**config.mk**
```make
export PLATFORM = sky130hd
export DESIGN_NAME = length_prefixed_frame_receiver
export DESIGN_NICKNAME = d
export VERILOG_FILES = /design/src/rtl/lfr_pkg.sv /design/src/rtl/lfr_cfg.sv /design/src/rtl/lfr_core.sv /design/src/rtl/lfr_out.sv /design/src/rtl/length_prefixed_frame_receiver.sv
export SDC_FILE = /design/constraint.sdc
export NUM_CORES = 1
export LEC_CHECK = 0
export BUFFER_PORTS_ARGS = -buffer_cell sky130_fd_sc_hd__buf_4
export CELL_PAD_IN_SITES_DETAIL_PLACEMENT = 0
export CELL_PAD_IN_SITES_GLOBAL_PLACEMENT = 1
export CORE_ASPECT_RATIO = 1.4
export CORE_UTILIZATION = 35
export CTS_CLUSTER_DIAMETER = 40
export DETAILED_ROUTE_END_ITERATION = 8
export HOLD_SLACK_MARGIN = 0.12
export PLACE_DENSITY = 0.6
export SYNTH_ARGS = -nofsm -noshare
export SYNTH_HDL_FRONTEND = slang
export SYNTH_SLANG_ARGS = --single-unit
```
**constraint.sdc**
```tcl
create_clock -name clk -period 6.7 [get_ports clk]
set_input_delay 1.005 -clock clk [delete_from_list [all_inputs] [get_ports clk]]
set_output_delay 1.005 -clock clk [all_outputs]
set_load 0.005 [all_outputs]
```
**src/rtl/lfr_pkg.sv**
```systemverilog
// Package: shared types and constants for the length-prefixed frame receiver.
`timescale 1ns / 1ps

package lfr_pkg;

	typedef enum logic [1:0] {
		OP_BYTE  = 2'd0,
		OP_TICK  = 2'd1,
		OP_CLOSE = 2'd2
	} op_t;

	typedef enum logic [2:0] {
		ERR_ZERO_LEN       = 3'd0,
		ERR_TOO_SMALL      = 3'd1,
		ERR_TOO_LARGE      = 3'd2,
		ERR_CLOSED_HEADER  = 3'd3,
		ERR_CLOSED_PAYLOAD = 3'd4,
		ERR_TIMEOUT        = 3'd5
	} err_t;

	localparam int unsigned CFG_INDEX_W = 2;

	localparam logic [CFG_INDEX_W-1:0] CFG_MIN_LENGTH    = 2'd0;
	localparam logic [CFG_INDEX_W-1:0] CFG_MAX_LENGTH    = 2'd1;
	localparam logic [CFG_INDEX_W-1:0] CFG_TIMEOUT_TICKS = 2'd2;

	localparam logic [31:0] RST_MIN_LENGTH    = 32'd1;
	localparam logic [31:0] RST_MAX_LENGTH    = 32'd16777216;
	localparam logic [31:0] RST_TIMEOUT_TICKS = 32'd1000000;

	typedef struct packed {
		logic [31:0] min_length;
		logic [31:0] max_length;
		logic [31:0] timeout_ticks;
	} cfg_t;

	typedef struct packed {
		op_t        operation;
		logic [7:0] data_byte;
	} item_t;

	typedef struct packed {
		logic       is_error;
		logic [7:0] payload_byte;
		logic       last_of_message;
		err_t       error_code;
	} result_t;

endpackage

```
**src/rtl/lfr_cfg.sv**
```systemverilog
// Configuration registers: minimum length, maximum length and timeout.
`timescale 1ns / 1ps

module lfr_cfg (
	input  logic                            clk,
	input  logic                            arst_n,
	input  logic                            cfg_valid,
	output logic                            cfg_ready,
	input  logic [lfr_pkg::CFG_INDEX_W-1:0] cfg_index,
	input  logic [31:0]                     cfg_data,
	output lfr_pkg::cfg_t                   cfg
);
	import lfr_pkg::*;

	cfg_t cfg_q;

	assign cfg_ready = 1'b1;
	assign cfg       = cfg_q;

	always_ff @(posedge clk or negedge arst_n) begin
		if (!arst_n) begin
			cfg_q.min_length    <= RST_MIN_LENGTH;
			cfg_q.max_length    <= RST_MAX_LENGTH;
			cfg_q.timeout_ticks <= RST_TIMEOUT_TICKS;
		end else if (cfg_valid) begin
			case (cfg_index)
				CFG_MIN_LENGTH:    cfg_q.min_length    <= cfg_data;
				CFG_MAX_LENGTH:    cfg_q.max_length    <= cfg_data;
				CFG_TIMEOUT_TICKS: cfg_q.timeout_ticks <= cfg_data;
				default: ;
			endcase
		end
	end

endmodule

```
**src/rtl/lfr_core.sv**
```systemverilog
// Frame state: header assembly, length checks, payload count and frame timer.
`timescale 1ns / 1ps

module lfr_core #(
	parameter int unsigned HEADER_BYTES = 4
) (
	input  logic             clk,
	input  logic             arst_n,
	input  logic             advance,
	input  lfr_pkg::item_t   item,
	input  lfr_pkg::cfg_t    cfg,
	output logic             res_valid,
	output lfr_pkg::result_t res
);
	import lfr_pkg::*;

	localparam int unsigned CW = $clog2(HEADER_BYTES + 1);

	logic          in_payload_q,  in_payload_n;
	logic [CW-1:0] seen_q,        seen_n;
	logic [31:0]   acc_q,         acc_n;
	logic [31:0]   left_q,        left_n;
	logic          active_q,      active_n;
	logic [31:0]   elapsed_q,     elapsed_n;

	always_comb begin
		logic [31:0]   acc_shift;
		logic [CW-1:0] seen_inc;
		logic [31:0]   left_dec;
		logic [31:0]   elapsed_inc;
		logic          do_clear;
		logic          err;
		err_t          err_code;

		acc_shift   = {acc_q[23:0], item.data_byte};
		seen_inc    = seen_q + CW'(1);
		left_dec    = left_q - 32'd1;
		elapsed_inc = (&elapsed_q) ? elapsed_q : elapsed_q + 32'd1;
		do_clear    = 1'b0;
		err         = 1'b0;
		err_code    = ERR_ZERO_LEN;

		in_payload_n = in_payload_q;
		seen_n       = seen_q;
		acc_n        = acc_q;
		left_n       = left_q;
		active_n     = active_q;
		elapsed_n    = elapsed_q;
		res_valid    = 1'b0;
		res          = '0;

		case (item.operation)
			OP_BYTE: begin
				if (!in_payload_q) begin
					if (!active_q) begin
						active_n  = 1'b1;
						elapsed_n = '0;
					end
					acc_n  = acc_shift;
					seen_n = seen_inc;
					if (seen_inc >= CW'(HEADER_BYTES)) begin
						if (acc_shift == 32'd0) begin
							err      = 1'b1;
							err_code = ERR_ZERO_LEN;
						end else if (acc_shift < cfg.min_length) begin
							err      = 1'b1;
							err_code = ERR_TOO_SMALL;
						end else if (acc_shift > cfg.max_length) begin
							err      = 1'b1;
							err_code = ERR_TOO_LARGE;
						end else begin
							in_payload_n = 1'b1;
							left_n       = acc_shift;
							seen_n       = '0;
							acc_n        = '0;
						end
					end
				end else begin
					left_n              = left_dec;
					res_valid           = 1'b1;
					res.payload_byte    = item.data_byte;
					res.last_of_message = (left_dec == 32'd0);
					do_clear            = (left_dec == 32'd0);
				end
			end
			OP_TICK: begin
				if (active_q) begin
					elapsed_n = elapsed_inc;
					if (elapsed_inc > cfg.timeout_ticks) begin
						err      = 1'b1;
						err_code = ERR_TIMEOUT;
					end
				end
			end
			OP_CLOSE: begin
				err      = 1'b1;
				err_code = in_payload_q ? ERR_CLOSED_PAYLOAD : ERR_CLOSED_HEADER;
			end
			default: ;
		endcase

		if (err) begin
			res_valid      = 1'b1;
			res.is_error   = 1'b1;
			res.error_code = err_code;
			do_clear       = 1'b1;
		end

		if (do_clear) begin
			in_payload_n = 1'b0;
			seen_n       = '0;
			acc_n        = '0;
			left_n       = '0;
			active_n     = 1'b0;
			elapsed_n    = '0;
		end
	end

	always_ff @(posedge clk or negedge arst_n) begin
		if (!arst_n) begin
			in_payload_q <= 1'b0;
			seen_q       <= '0;
			acc_q        <= '0;
			left_q       <= '0;
			active_q     <= 1'b0;
			elapsed_q    <= '0;
		end else if (advance) begin
			in_payload_q <= in_payload_n;
			seen_q       <= seen_n;
			acc_q        <= acc_n;
			left_q       <= left_n;
			active_q     <= active_n;
			elapsed_q    <= elapsed_n;
		end
	end

endmodule

```
**src/rtl/lfr_out.sv**
```systemverilog
// Result register: holds one result item until the downstream side takes it.
`timescale 1ns / 1ps

module lfr_out (
	input  logic             clk,
	input  logic             arst_n,
	input  logic             load,
	input  lfr_pkg::result_t res,
	output logic             can_load,
	output logic             m_axis_tvalid,
	input  logic             m_axis_tready,
	output logic [15:0]      m_axis_tdata,
	output logic             m_axis_tlast,
	output logic             m_axis_tuser
);
	import lfr_pkg::*;

	logic    valid_q;
	result_t res_q;

	assign can_load      = !valid_q || m_axis_tready;
	assign m_axis_tvalid = valid_q;
	assign m_axis_tdata  = {5'd0, res_q.error_code, res_q.payload_byte};
	assign m_axis_tlast  = res_q.last_of_message;
	assign m_axis_tuser  = res_q.is_error;

	always_ff @(posedge clk or negedge arst_n) begin
		if (!arst_n) begin
			valid_q <= 1'b0;
		end else if (load) begin
			valid_q <= 1'b1;
		end else if (m_axis_tready) begin
			valid_q <= 1'b0;
		end
	end

	always_ff @(posedge clk) begin
		if (load) begin
			res_q <= res;
		end
	end

endmodule

```
**src/rtl/length_prefixed_frame_receiver.sv**
```systemverilog
// Top level: length-prefixed frame receiver with input and result registers.
// One item is taken every cycle while the input side does not stall. An item
// passes an input register, is worked through the frame state combinationally
// and lands in the result register. The input side stalls only while the
// result register holds an item that the downstream side has not taken.
// Header bytes that pass the length checks, ticks within the timeout and
// ignored codes leave no result.
`timescale 1ns / 1ps

module length_prefixed_frame_receiver #(
	parameter int unsigned HEADER_BYTES = 4
) (
	input  logic                            clk,
	input  logic                            arst_n,
	input  logic                            s_axis_tvalid,
	output logic                            s_axis_tready,
	input  logic [7:0]                      s_axis_tdata,  // [7:0] data_byte
	input  logic [1:0]                      s_axis_tuser,  // [1:0] operation
	output logic                            m_axis_tvalid,
	input  logic                            m_axis_tready,
	output logic [15:0]                     m_axis_tdata,  // [7:0] payload_byte,
	                                                       // [10:8] error_code
	output logic                            m_axis_tlast,  // last_of_message
	output logic                            m_axis_tuser,  // is_error
	input  logic                            cfg_valid,
	output logic                            cfg_ready,
	input  logic [lfr_pkg::CFG_INDEX_W-1:0] cfg_index,
	input  logic [31:0]                     cfg_data
);
	import lfr_pkg::*;

	cfg_t    cfg;
	item_t   item_s1;
	logic    valid_s1;
	logic    advance;
	logic    can_load;
	logic    res_valid;
	result_t res;

	assign advance       = valid_s1 && can_load;
	assign s_axis_tready = !valid_s1 || can_load;

	always_ff @(posedge clk or negedge arst_n) begin
		if (!arst_n) begin
			valid_s1 <= 1'b0;
		end else if (s_axis_tready) begin
			valid_s1 <= s_axis_tvalid;
		end
	end

	always_ff @(posedge clk) begin
		if (s_axis_tvalid && s_axis_tready) begin
			item_s1.operation <= op_t'(s_axis_tuser);
			item_s1.data_byte <= s_axis_tdata;
		end
	end

	lfr_cfg u_cfg (
		.clk       (clk),
		.arst_n    (arst_n),
		.cfg_valid (cfg_valid),
		.cfg_ready (cfg_ready),
		.cfg_index (cfg_index),
		.cfg_data  (cfg_data),
		.cfg       (cfg)
	);

	lfr_core #(
		.HEADER_BYTES (HEADER_BYTES)
	) u_core (
		.clk       (clk),
		.arst_n    (arst_n),
		.advance   (advance),
		.item      (item_s1),
		.cfg       (cfg),
		.res_valid (res_valid),
		.res       (res)
	);

	lfr_out u_out (
		.clk           (clk),
		.arst_n        (arst_n),
		.load          (advance && res_valid),
		.res           (res),
		.can_load      (can_load),
		.m_axis_tvalid (m_axis_tvalid),
		.m_axis_tready (m_axis_tready),
		.m_axis_tdata  (m_axis_tdata),
		.m_axis_tlast  (m_axis_tlast),
		.m_axis_tuser  (m_axis_tuser)
	);

endmodule

```
==> results.json <==
{
  "drv_slew": 0,
  "synth_edf_count": 23,
  "cts_tree": "done",
  "cts_buffer_depth": 3,
  "post_cts_resized": 0,
  "p_per_area_mw_per_mm2": 275,
  "p_leak_nw": 6.79,
  "synth.yosys.seq_area_share_pct": 43.5,
  "antenna_found_initial": 0,
  "use_met3_pct": 2.67,
  "holdBufCountCts": 0,
  "met2_usage_pct": 35.0,
  "drc": 0,
  "floorplan.core_area_mm2": 0.0352,
  "async_flop_share_pct": 89.3,
  "endpoint_kind": "flop",
  "finalWirelength_mm": 35.0,
  "dieWidth_um": 162,
  "preCtsSetupSlack_ns": 0.664,
  "ys.flop_type": "dfrtp_1",
  "syn_inst": 1278,
  "syn_area_per_cell_um2": 9.86,
  "status": "completed",
  "io-pin-count": 70,
  "fin_worst_skew_ns": 0.0196,
  "globalRouteTotalUtil_pct": 19.6,
  "cts_buffers": 34,
  "worstPathArrival_ns": 6.60,
  "fmax_ghz": 0.163,
  "fin_crit_sh_pct": 91.7,
  "portBuffers": 63,
  "initial_core_util_pct": 35.8,
  "drtAntennaViolNets": 0,
  "final_common_cell": "dfrtp_1",
  "final_cell_mix": "dfrtp_1, inv_1, nand2_1",
  "setup_tns_ns": 0,
  "vdd.ir_drop.worst_uv": 160,
  "hold_viol_final": 0,
  "grt_pass1_vias": 9686,
  "utilization_pct": 41.7,
  "cts_setup_buffers": 0,
  "dieArea_mm2": 0.0368,
  "grt.overflow.total": 0,
  "whs_ns": 0.411,
  "dpl.hpwl_mm": 25.3,
  "synth-warning-count": 0,
  "setup_viol": 0,
  "worst-setup-path-type": "reg -> reg",
  "drtIter0Drc": 515,
  "cts.sink_count": 214,
  "htreeDepth": 2,
  "rows": 81,
  "wire_per_inst_um": 19.2,
  "cp.required_ns": 7.15,
  "worst_pin_slew_ns": 0.892,
  "area_delta_synth_final_pct": 16.5,
  "synth_cell_type_count": 71,
  "max_cap_violations": 0,
  "antenna_cells": 0,
  "hold_class": "in -> async",
  "clkTransAtPathRegs_ns": 0.06,
  "grt_pass1_wl_mm": 55.0,
  "grt_use_met1_pct": 23.8,
  "yosys.area.top_type": "dfrtp_1",
  "worstSetupStartpointType": "flop",
  "slew_headroom_pct": 40.6,
  "synth_top_area_share_pct": 36.2,
  "busiest_layer": "met2",
  "rsz0062_at_grt": "false",
  "ys_top_cells_by_area": "dfrtp_1, ha_1, mux2_2",
  "synth_area_mm2": 0.0126,
  "place_congestion": 0.812,
  "cts_root_buffer": "clkbuf_16",
  "grt_max_degree": 154,
  "die_h_um": 226,
  "ys_seq_elements": 214,
  "final_nets": 1485,
  "critical_path_peak_fanout": 22,
  "drt_pass1_iterations": 7,
  "vias": 9579,
  "period_minus_slack_ns": 6.15,
  "setup_slack_ns": 0.555,
  "drive_gt1_share_pct": 17.1,
  "viasPerCell": 5.27,
  "insertion_delay_ns": 0.52
}
-- layout make-up --
class,instances,area (µm²)
timing repair buffer,80,632
sequential,214,5480
fill,3427,20500
clock inverter,19,205
tap,456,571
multi-input combinational,886,6370
clock buffer,43,968
inverter,121,454
-- worst max-delay path: stages, from the launching register on --
cell and delay, ns:
dfrtp_1 0.43, nand4_1 0.25, or4_1 0.52, or4b_1 0.76
nand3_1 0.30, nor2_1 0.16, nand2_1 0.21, nor2_1 0.10
xor2_1 0.15, ha_1 0.30, a21o_1 0.16, a21o_1 0.17
a211oi_1 0.24, o31ai_1 0.17, nor3_1 0.22, buf_4 0.16
o21ai_0 0.21, or3_1 0.62, nor4_4 0.40, buf_4 0.33
mux2_2 0.19
-- flip-flops by register name (all words and copies together) (netlist names) --
signal,cells
valid_s1,1
u_core.left_q,32
u_out.m_axis_tdata,11
u_core.elapsed_q,32
u_core.acc_q,24
item_s1,10
u_core.active_q,1
u_core.seen_q,3
u_cfg.cfg,96
u_out.m_axis_tlast,1
u_out.m_axis_tvalid,1
u_core.in_payload_q,1
u_out.m_axis_tuser,1
-- metal layers --
layer  part of all wire, %  routed length [µm]
met5                     0                   0
met4                   2.6                 924
met3                   2.9                1030
met2                    52               18100
met1                    43               14900
-- cells by family (layout without fill, tap and decap cells) --
kind of cell               count (synthesis)  in the layout  synth area share (%)
and+or+nand+nor                          367            367                  14.8
AOI/OAI and AO/OA                        273            273                  14.3
DFF                                      214            214                  43.5
buffers and inverters                    182            263                  6.23
adders and majority gates                 99             99                  9.83
muxes                                     84             84                  7.34
xor gates and xnor gates                  57             57                  3.96
other                                      2              6                0.0596
-- metrics by stage --
stage	instance area, µm²	total power, mW	instances
finish	14700	4.04	1819
global route	14700	4.26	1819
CTS	14700	4.09	1819
detailed placement	13500	2.26	1757
global placement	13500	2.25	1757
floorplan	12600	2.02	1282
-- worst paths after layout --
path	start	end	slack, ns	cells after the start
worst min-delay path	arst_n	u_core.left_q[26]	0.41	1
worst max-delay path	u_core.elapsed_q[26]	u_core.seen_q[0]	0.55	20
max in group asynchronous	arst_n	u_core.in_payload_q	5.10	2
worst min register to register	u_cfg.cfg[58]	u_cfg.cfg[58]	0.50	1
worst max register to register	u_core.elapsed_q[26]	u_core.seen_q[0]	0.55	20
min in group clk	u_cfg.cfg[58]	u_cfg.cfg[58]	0.50	1
-- report_power, final --
group          switching [mW]  leakage (nW)  total, mW  internal [mW]
logic                   0.362          3.57      0.651          0.289
clock network           0.656         0.552       1.80           1.15
registers               0.116          2.67       1.58           1.46
-- cells in the mapped netlist (15+ instances only) --
library cell / n
nor3_1: 20
nand2_1: 110
ha_1: 99
xor2_1: 15
nor2_1: 78
nor4_1: 22
inv_1: 121
o21ai_0: 63
mux2i_1: 17
a31oi_1: 24
xnor2_1: 42
dfrtp_1: 182
a22o_1: 45
mux2_2: 67
and3_1: 18
nand4_1: 22
edfxtp_1: 23
nand3_1: 30
clkbuf_1: 33
a21oi_1: 76
Power figures use the tool's default switching activity.
